**src/hw/rtl/pcm_pkg.sv**
```systemverilog
// Shared types and constants for the pump cycle monitor.
package pcm_pkg;

  localparam int unsigned TimeW  = 32;
  localparam int unsigned CountW = 8;
  localparam int unsigned CfgIdxW = 2;

  localparam logic [TimeW-1:0]  MIN_TOGGLE_RST  = TimeW'(1000 * 5);
  localparam logic [TimeW-1:0]  MAX_QUIET_RST   = TimeW'(1000 * 20);
  localparam logic [TimeW-1:0]  TX_PERIOD_RST   = TimeW'(1000 * 2);
  localparam logic [CountW-1:0] COUNT_MAX       = {CountW{1'b1}};

  typedef enum logic [1:0] {
    EV_NONE = 2'd0,
    EV_OFF  = 2'd1,
    EV_ON   = 2'd2
  } pump_event_t;

  typedef enum logic [1:0] {
    ST_OK           = 2'd0,
    ST_LOW_PRESSURE = 2'd1,
    ST_NO_ACTIVITY  = 2'd2
  } status_t;

  typedef enum logic [CfgIdxW-1:0] {
    REG_MIN_TOGGLE = 2'd0,
    REG_MAX_QUIET  = 2'd1,
    REG_TX_PERIOD  = 2'd2
  } cfg_reg_t;

endpackage

```
**src/hw/rtl/pump_cycle_monitor_top.sv**
```systemverilog
// Pump cycle monitor: edge reporting, short-cycle counting, quiet alert and transmit strobe.
//
// Each accepted transaction (a millisecond timestamp and a pump switch level) yields exactly one
// result transaction. A transaction is first captured in an input register, then evaluated by
// combinational compare and subtract logic against the monitor state and placed in the result
// register, so it sustains one transaction per cycle while the result side does not stall;
// the result is offered when the transaction enters the result register. The only thing that
// holds the input back is a result-side stall while the input and result registers are occupied.
// Configuration writes take effect at once and are intended only while the block is idle.
module pump_cycle_monitor_top
  import pcm_pkg::*;
(
  input  logic                clk,
  input  logic                rst_n,
  // configuration
  input  logic                cfg_we,
  input  logic [CfgIdxW-1:0]  cfg_idx,
  input  logic [TimeW-1:0]    cfg_data,
  // input channel
  input  logic                in_valid,
  output logic                in_stall,
  input  logic [TimeW-1:0]    in_now_ms,
  input  logic                in_switch_level,
  // result channel
  output logic                out_valid,
  input  logic                out_stall,
  output logic [1:0]          out_pump_event,
  output logic                out_transmit_now,
  output logic [1:0]          out_status,
  output logic                out_alert_raised,
  output logic [CountW-1:0]   out_error_count
);

  // Configuration registers.
  logic [TimeW-1:0] min_toggle_r, max_quiet_r, tx_period_r;

  always_ff @(posedge clk) begin
    if (!rst_n) begin
      min_toggle_r <= MIN_TOGGLE_RST;
      max_quiet_r  <= MAX_QUIET_RST;
      tx_period_r  <= TX_PERIOD_RST;
    end else if (cfg_we) begin
      unique case (cfg_idx)
        REG_MIN_TOGGLE: min_toggle_r <= cfg_data;
        REG_MAX_QUIET:  max_quiet_r  <= cfg_data;
        REG_TX_PERIOD:  tx_period_r  <= cfg_data;
        default: ;
      endcase
    end
  end

  // Input register.
  logic             stg_valid_r;
  logic [TimeW-1:0] stg_now_r;
  logic             stg_level_r;
  logic             advance;
  logic             in_accept;

  assign advance   = stg_valid_r && (!out_valid || !out_stall);
  assign in_stall  = stg_valid_r && !advance;
  assign in_accept = in_valid && !in_stall;

  always_ff @(posedge clk) begin
    if (!rst_n) begin
      stg_valid_r <= 1'b0;
    end else if (in_accept) begin
      stg_valid_r <= 1'b1;
    end else if (advance) begin
      stg_valid_r <= 1'b0;
    end
  end

  always_ff @(posedge clk) begin
    if (in_accept) begin
      stg_now_r   <= in_now_ms;
      stg_level_r <= in_switch_level;
    end
  end

  // Monitor state.
  logic              running_r, running_nxt;
  logic [TimeW-1:0]  last_on_r, last_on_nxt;
  logic [TimeW-1:0]  last_send_r, last_send_nxt;
  logic [TimeW-1:0]  elapsed_r, elapsed_nxt;
  logic [CountW-1:0] short_cnt_r, short_cnt_nxt;
  status_t           status_r, status_nxt;
  logic              armed_r, armed_nxt;
  pump_event_t       event_nxt;
  logic              xmit_nxt;
  logic              alert_nxt;
  logic [TimeW-1:0]  since_send;

  always_comb begin
    running_nxt   = running_r;
    last_on_nxt   = last_on_r;
    last_send_nxt = last_send_r;
    short_cnt_nxt = short_cnt_r;
    status_nxt    = status_r;
    armed_nxt     = armed_r;
    event_nxt     = EV_NONE;
    xmit_nxt      = 1'b0;
    alert_nxt     = 1'b0;

    if (running_r) begin
      if (!stg_level_r) begin
        running_nxt = 1'b0;
        event_nxt   = EV_OFF;
      end
    end else if (stg_level_r) begin
      running_nxt = 1'b1;
      last_on_nxt = stg_now_r;
      event_nxt   = EV_ON;
      // The gap tested is the one latched at the previous transaction.
      if (elapsed_r < min_toggle_r) begin
        if (short_cnt_r != COUNT_MAX) begin
          short_cnt_nxt = short_cnt_r + CountW'(1);
        end
        if (short_cnt_nxt >= CountW'(2)) begin
          status_nxt = ST_LOW_PRESSURE;
        end
      end else begin
        status_nxt    = ST_OK;
        short_cnt_nxt = '0;
      end
    end

    elapsed_nxt = stg_now_r - last_on_nxt;

    if (elapsed_nxt > max_quiet_r) begin
      if (armed_r) begin
        armed_nxt  = 1'b0;
        status_nxt = ST_NO_ACTIVITY;
        alert_nxt  = 1'b1;
      end
    end else begin
      armed_nxt = 1'b1;
    end

    since_send = stg_now_r - last_send_r;
    if (since_send >= tx_period_r) begin
      last_send_nxt = stg_now_r;
      xmit_nxt      = 1'b1;
    end
  end

  always_ff @(posedge clk) begin
    if (!rst_n) begin
      running_r   <= 1'b0;
      last_on_r   <= '0;
      last_send_r <= '0;
      elapsed_r   <= '0;
      short_cnt_r <= '0;
      status_r    <= ST_NO_ACTIVITY;
      armed_r     <= 1'b1;
    end else if (advance) begin
      running_r   <= running_nxt;
      last_on_r   <= last_on_nxt;
      last_send_r <= last_send_nxt;
      elapsed_r   <= elapsed_nxt;
      short_cnt_r <= short_cnt_nxt;
      status_r    <= status_nxt;
      armed_r     <= armed_nxt;
    end
  end

  // Result register.
  logic              out_valid_r;
  pump_event_t       out_event_r;
  logic              out_xmit_r;
  status_t           out_status_r;
  logic              out_alert_r;
  logic [CountW-1:0] out_count_r;

  always_ff @(posedge clk) begin
    if (!rst_n) begin
      out_valid_r <= 1'b0;
    end else if (advance) begin
      out_valid_r <= 1'b1;
    end else if (!out_stall) begin
      out_valid_r <= 1'b0;
    end
  end

  always_ff @(posedge clk) begin
    if (advance) begin
      out_event_r  <= event_nxt;
      out_xmit_r   <= xmit_nxt;
      out_status_r <= status_nxt;
      out_alert_r  <= alert_nxt;
      out_count_r  <= short_cnt_nxt;
    end
  end

  assign out_valid        = out_valid_r;
  assign out_pump_event   = out_event_r;
  assign out_transmit_now = out_xmit_r;
  assign out_status       = out_status_r;
  assign out_alert_raised = out_alert_r;
  assign out_error_count  = out_count_r;

  // A turn-on edge is never reported while the pump is already running.
  a_no_double_on: assert property (@(posedge clk) disable iff (!rst_n)
    advance && running_r |-> event_nxt != EV_ON)
    else $error("turn-on reported while pump already running");

  // A raised alert always comes with no-activity status.
  a_alert_status: assert property (@(posedge clk) disable iff (!rst_n)
    out_valid && out_alert_raised |-> out_status == ST_NO_ACTIVITY)
    else $error("alert raised without no-activity status");

  // Firing the alert disarms it.
  a_alert_disarms: assert property (@(posedge clk) disable iff (!rst_n)
    advance && alert_nxt |=> !armed_r)
    else $error("alert fired but remained armed");

  // A saturated count either holds or is cleared, never wraps.
  a_count_sat: assert property (@(posedge clk) disable iff (!rst_n)
    short_cnt_r == COUNT_MAX |=> short_cnt_r == COUNT_MAX || short_cnt_r == '0)
    else $error("short cycle count wrapped");

  // The state only changes when a transaction moves into the result register.
  a_state_hold: assert property (@(posedge clk) disable iff (!rst_n)
    !advance |=> $stable(last_on_r) && $stable(elapsed_r))
    else $error("monitor state changed without a transaction");

endmodule
```
**config.mk**
```make
export PLATFORM = sky130hd
export DESIGN_NAME = pump_cycle_monitor_top
export DESIGN_NICKNAME = d
export VERILOG_FILES = /design/src/hw/rtl/pcm_pkg.sv /design/src/hw/rtl/pump_cycle_monitor_top.sv
export SDC_FILE = /design/constraint.sdc
export NUM_CORES = 1
export LEC_CHECK = 0
export BUFFER_PORTS_ARGS = -buffer_cell sky130_fd_sc_hd__buf_2
export CAP_MARGIN = 10
export CORE_UTILIZATION = 39
export CTS_CLUSTER_DIAMETER = 100
export DETAILED_ROUTE_END_ITERATION = 8
export PLACE_DENSITY = 0.64
export SYNTH_ARGS = -nofsm -noshare
export SYNTH_HDL_FRONTEND = slang
export SYNTH_SLANG_ARGS = --single-unit
export TNS_END_PERCENT = 30
```
**constraint.sdc**
```tcl
create_clock -name clk -period 5.5 [get_ports clk]
set_input_delay 0.275 -clock clk [delete_from_list [all_inputs] [get_ports clk]]
set_output_delay 0.275 -clock clk [all_outputs]
set_load 0.05 [all_outputs]
```
== After elaboration in Yosys (flattened, before gate mapping) ==
Index checks and enable logic that the tools add are counted.

* $lt $le $gt $ge: 4
* Equality and inequality tests: 4
* Divide/modulo/power cells: 0
* Bitwise gates (word level): 0
* Multipliers: 0
* Muxes and demuxes: 26
* Add/subtract/negate cells: 3
* Reduce and logical (&&, ||, !) cells: 14
* Shifts and indexed selects: 0

{| class="wikitable"
|+ Operators with widths
! operator !! number
|-
| two-way mux 32 bit || 2
|-
| subtractor 32 bit || 2
|-
| two-way mux 8 bit || 7
|-
| >= comparator 32 bit || 1
|-
| > comparator 32 bit || 1
|-
| less-than comparator 32 bit || 1
|-
| two-way mux 2 bit || 8
|-
| two-way mux 1 bit || 9
|-
| adder 8 x 1 -> 8 bit, second input constant || 1
|-
| >= comparator 8 x 2 -> 1 bit, second input constant || 1
|-
| != test 8 bit, second input constant || 1
|-
| AND reduction 2 bit || 4
|-
| logical NOT 1 bit || 4
|-
| logical AND 1 bit || 3
|-
| == test 2 x 1 -> 1 bit, second input constant || 1
|-
| == test 2 bit, second input constant || 1
|-
| logical NOT 2 bit || 1
|-
| != test 2 x 1 -> 1 bit, second input constant || 1
|-
| nonzero test 2 bit || 1
|-
| logical OR 1 bit || 1
|}

* Bits in writable memories: 0
* Memory bits (read-only): 0
* Input bits: 72
* Output and inout bits: 16
* Register bits after elaboration: 253
* Bits in latches: 0
* Memories kept: 0

== Longest topological paths before layout ==
* Word-level depth: 12
* Gate-level depth with buffers: 23
* Gate-level depth less buffers: 21

== Least setup slack after synthesis ==
Ideal clock, no wire load.

* Path type: register to register
* Start point: register stg_level_r
* End point: register status_r[1]
* Buffers on the path: 2
* Path slack: 0.491 ns
* Data required time: 5.378 ns
* Data arrival time: 4.887 ns
* Stages on the path, launching flop included: 24
* Cell sequence: edfxtp_1 nand2b_1 buf_1 buf_1 nand2_1 o21ai_0 ha_1 fa_1 nor2b_4 o31a_4 a2111oi_4 o31ai_2 a2111oi_0 nor2_1 xor2_1 ha_1 a21o_1 a21o_1 a21oi_1 o21ai_0 a221oi_1 o221a_2 nor3b_2 a221o_1

* Longest elaborated chain between the ends: 5
* Elaborated cells on any way between the ends: 8

{| class="wikitable"
|+ Ends and longest elaborated chain
! what !! RTL line !! text
|-
| start: declaration || pump_cycle_monitor_top.sv:55 || <nowiki>logic stg_level_r;</nowiki>
|-
| start signal: assignment || pump_cycle_monitor_top.sv:76 || <nowiki>stg_level_r <= in_switch_level;</nowiki>
|-
| two-way mux 32 bit || pump_cycle_monitor_top.sv:109 || <nowiki>end else if (stg_level_r) begin</nowiki>
|-
| two-way mux 32 bit || pump_cycle_monitor_top.sv:104 || <nowiki>if (running_r) begin</nowiki>
|-
| via last_on_nxt[0] || pump_cycle_monitor_top.sv:82 || <nowiki>logic [TimeW-1:0] last_on_r, last_on_nxt;</nowiki>
|-
| subtractor 32 bit || pump_cycle_monitor_top.sv:127 || <nowiki>elapsed_nxt = stg_now_r - last_on_nxt;</nowiki>
|-
| via elapsed_nxt[20] || pump_cycle_monitor_top.sv:84 || <nowiki>logic [TimeW-1:0] elapsed_r, elapsed_nxt;</nowiki>
|-
| > comparator 32 bit || pump_cycle_monitor_top.sv:129 || <nowiki>if (elapsed_nxt > max_quiet_r) begin</nowiki>
|-
| two-way mux 2 bit || pump_cycle_monitor_top.sv:129 ||
|-
| end signal: assignment || pump_cycle_monitor_top.sv:161 || <nowiki>status_r <= status_nxt;</nowiki>
|-
| end: declaration || pump_cycle_monitor_top.sv:86 || <nowiki>status_t status_r, status_nxt;</nowiki>
|}

The timed path passes the listed nets, and every way through them passes these cells.
A chain may end at the register's enable or synchronous reset.

== Final worst setup path ==
* Start point: register stg_level_r
* End point: register out_status_r[0], in the netlist out_status[0] (data pin)

* Longest elaborated chain between the ends: 5
* Elaborated cells on any way between the ends: 8

{| class="wikitable"
|+ Ends and longest elaborated chain
! what !! RTL line !! text
|-
| two-way mux 32 bit || pump_cycle_monitor_top.sv:109 ||
|-
| two-way mux 32 bit || pump_cycle_monitor_top.sv:104 ||
|-
| via last_on_nxt[0] || pump_cycle_monitor_top.sv:82 ||
|-
| subtractor 32 bit || pump_cycle_monitor_top.sv:127 ||
|-
| via elapsed_nxt[28] || pump_cycle_monitor_top.sv:84 ||
|-
| > comparator 32 bit || pump_cycle_monitor_top.sv:129 ||
|-
| two-way mux 2 bit || pump_cycle_monitor_top.sv:129 ||
|-
| via status_nxt[0] || pump_cycle_monitor_top.sv:86 ||
|-
| end signal: assignment || pump_cycle_monitor_top.sv:188 || <nowiki>out_status_r <= status_nxt;</nowiki>
|-
| end: declaration || pump_cycle_monitor_top.sv:170 || <nowiki>status_t out_status_r;</nowiki>
|}

The timed path passes the listed nets, and every way through them passes these cells.

==> out/metrics.yaml <==
outcome:
  status: "finished clean"
cts:
  path_clk_slew_ps: 70
  root_buffer: "clkbuf_16"
  insertion_delay_ps: 570
  clock-sinks: 253
  numCtsBuffers: 29
  clk_path_buf_depth: 3
  cts_tree: "done"
  htree_num_levels: 1
power:
  irDropWorstVdd_v: 0.000208
  powerDensity_mw_per_mm2: 315
  total_power_mw: 5.61
  p_leak_nw: 7.19
logic_synthesis:
  ys.flop_type: "dfxtp_1"
  yosysTopAreaCellShare_pct: 27.1
  synth_seq_area_share_pct: 36.4
  avgSynthCellArea_um2: 8.27
  yosys_warnings: 0
  synthTopCellsByArea: "dfxtp_1 27%, ha_1 13%, nand2_1 9.6%, edfxtp_1 9.3%, a21oi_1 6.7%"
  synth_edf_count: 47
  synth_area_mm2: 0.0152
  netlist_instances: 1841
  synth_fp_nets: 2074
  yosysTopAreaCell: "dfxtp_1"
  synthTopCellsByCount: "388 x nand2_1, 206 x dfxtp_1, 205 x a21oi_1"
  async_reset_ff_share_pct: 0
  synthDistinctLibCells: 78
  post-synth-top-count-cell: "nand2_1"
  ys_ff_latch: 253
die:
  die_w_um: 200
  ios: 88
  row_count: 71
  core_area_mm2: 0.0380
  start_util_pct: 40.0
  dieHeight_um: 200
  die-area_mm2: 0.0398
grt:
  grt_use_met2_pct: 31.3
  grtUsageMet1_pct: 29.9
  grt_pass1_vias: 12200
  grt_pass1_wl_mm: 64.7
  busiest_layer: "met2"
  antenna_found_initial: 0
  met3_usage_pct: 2.70
  grt_max_degree: 87
  grtUsageTotal_pct: 20.4
  gr-total-overflow: 0
worst_setup_path:
  slowest_delay_ps: 420
  worst_path_max_delay_cell: "o21ai_1"
  endpoint_kind: "register"
  worstSetupPathType: "register to register"
  crit_path_max_fanout: 19
  worstPathRequired_ps: 5820
  crit_path_start_kind: "register"
  crit_chain: "nand2b_1 > buf_4 > nand2_1 > o21ai_0 > ha_1 > fa_1 > nor2b_4 > o31a_4 > a2111oi_4 > nor3_2 > o21ai_1 > a21o_1 > nand2_1 > xor2_1 > ha_1 > nand4_1 > nor4_1 > inv_1 > o221a_2 > nor3b_4 > nor3_1"
  arrival_ps: 5500
routing:
  vias: 13100
  drtAntennaViolNets: 0
  first_pass_iters: 5
  drt_iter0_markers: 933
  routed_wl_mm: 40.9
  vias_per_cell: 5.28
  wl_per_cell_um: 16.5
  drc_errors: 0
sta:
  max_freq_mhz: 193
  slew_headroom_pct: 26.1
  worst_pin_slew_ps: 1100
  setup_viol: 0
  maxSlewViolCount: 0
  hold_violations: 0
  finalCritPeriodShare_pct: 94.3
  rsz0062_at_grt: "false"
  fin_ws_ps: 313
  fin_skew_ps: 15.2
  fin_crit_ps: 5190
  fin_setup_tns_ps: 0
place:
  pre_cts_ws_ps: 238
  numPortBuffers: 87
  gp_congestion: 0.909
  post-dp-hpwl_mm: 29.9
flow_run:
  drv_cap: 0
final_layout:
  drive_above_1_share_pct: 9.43
  syn_to_final_growth_pct: 16.9
  diodes: 0
  fillers: 3693
  nets: 2183
min_path:
  hold_path.class: "input port to register"
## kinds of logic after synthesis
group,synth area share (%)
DFF,36.4
adders and majority gates,13.3
xor gates and xnor gates,3.17
AOI/OAI and AO/OA,19.0
and+or+nand+nor,17.6
buffers and inverters,6.13
muxes,4.42
## worst max-delay path: cells and delay by family (launching register included)
family	cells	cell delay [ps]
fa+ha+maj	3	760
flops	1	400
compound gates	6	1780
simple gates	9	1360
buf+inv	2	450
xor+xnor	1	160
## state kept, by name, summed over array words and instances (netlist names), 2 cells and up
name and flops:
stg_now_r 32, tx_period_r 32, out_status 2, min_toggle_r 32, elapsed_r 32, short_cnt_r 8, last_send_r 32, out_pump_event 2
max_quiet_r 32, last_on_r 32, out_error_count 8, status_r 2
## layout by cell type, fill, tap and decap left out, types with 25 or more instances in the layout
master,instances
ha_1,159
dlygate4sd3_1,67
mux2i_1,66
xnor2_1,35
inv_1,146
clkbuf_16,33
nand2_1,388
nand3_1,36
edfxtp_1,47
a21o_1,62
dfxtp_1,206
buf_2,86
nor2_1,56
nand4_1,25
o21ai_0,47
o211ai_1,31
a21oi_1,205
## report_power, final
group,internal (mW),switching [mW],leakage [nW]
Sequential,1.99,0.0714,2.13
Clock,1.24,0.828,0.517
Combinational,0.605,0.871,4.54
Total,3.84,1.77,7.19
## final cells by class
cell class	count	area, µm²	area share [%]
clock buffers	39	898	5.05
clock inverters	15	143	0.802
inverters	149	562	3.16
multi-input cells	1350	8790	49.4
flip-flops and latches	253	5540	31.1
well taps	511	639	3.59
repair buffers	167	1220	6.87
## per-layer routing
| layer | up-vias | wire length, µm |
|---|---|---|
| met3 | 48 | 2270 |
| met4 | 0 | 714 |
| met5 | - | 0 |
| met1 | 6130 | 20400 |
| met2 | 313 | 17500 |
| li1 | 6621 | - |
## per-stage QoR
step,hold WS (ps),instance area [µm²],utilization (%),instances
6_report,198,17800,46.8,2484
5_1_grt,209,17800,46.8,2484
4_1_cts,164,17800,46.7,2484
3_5_place_dp,446,16100,42.2,2363
3_3_place_gp,440,16100,42.2,2363
2_1_floorplan,374,15200,-,1841
## timing repair
item	CTS	global route
setup buffers	0	0
hold buffers	67	0
setup endpoints to repair	0	5
gates resized for setup	0	6
endpoints found under the hold margin	129	0
## path summary, 6_finish.rpt
path | slack [ps] | startpoint | end | cells past startpoint
max reg2reg | 310 | stg_level_r | out_status[0] | 21
max | 310 | stg_level_r | out_status[0] | 21
min reg2reg | 450 | min_toggle_r[11] | min_toggle_r[11] | 2
min | 200 | cfg_idx[0] | min_toggle_r[31] | 4
Note: power is estimated with default switching activity, not from simulation.
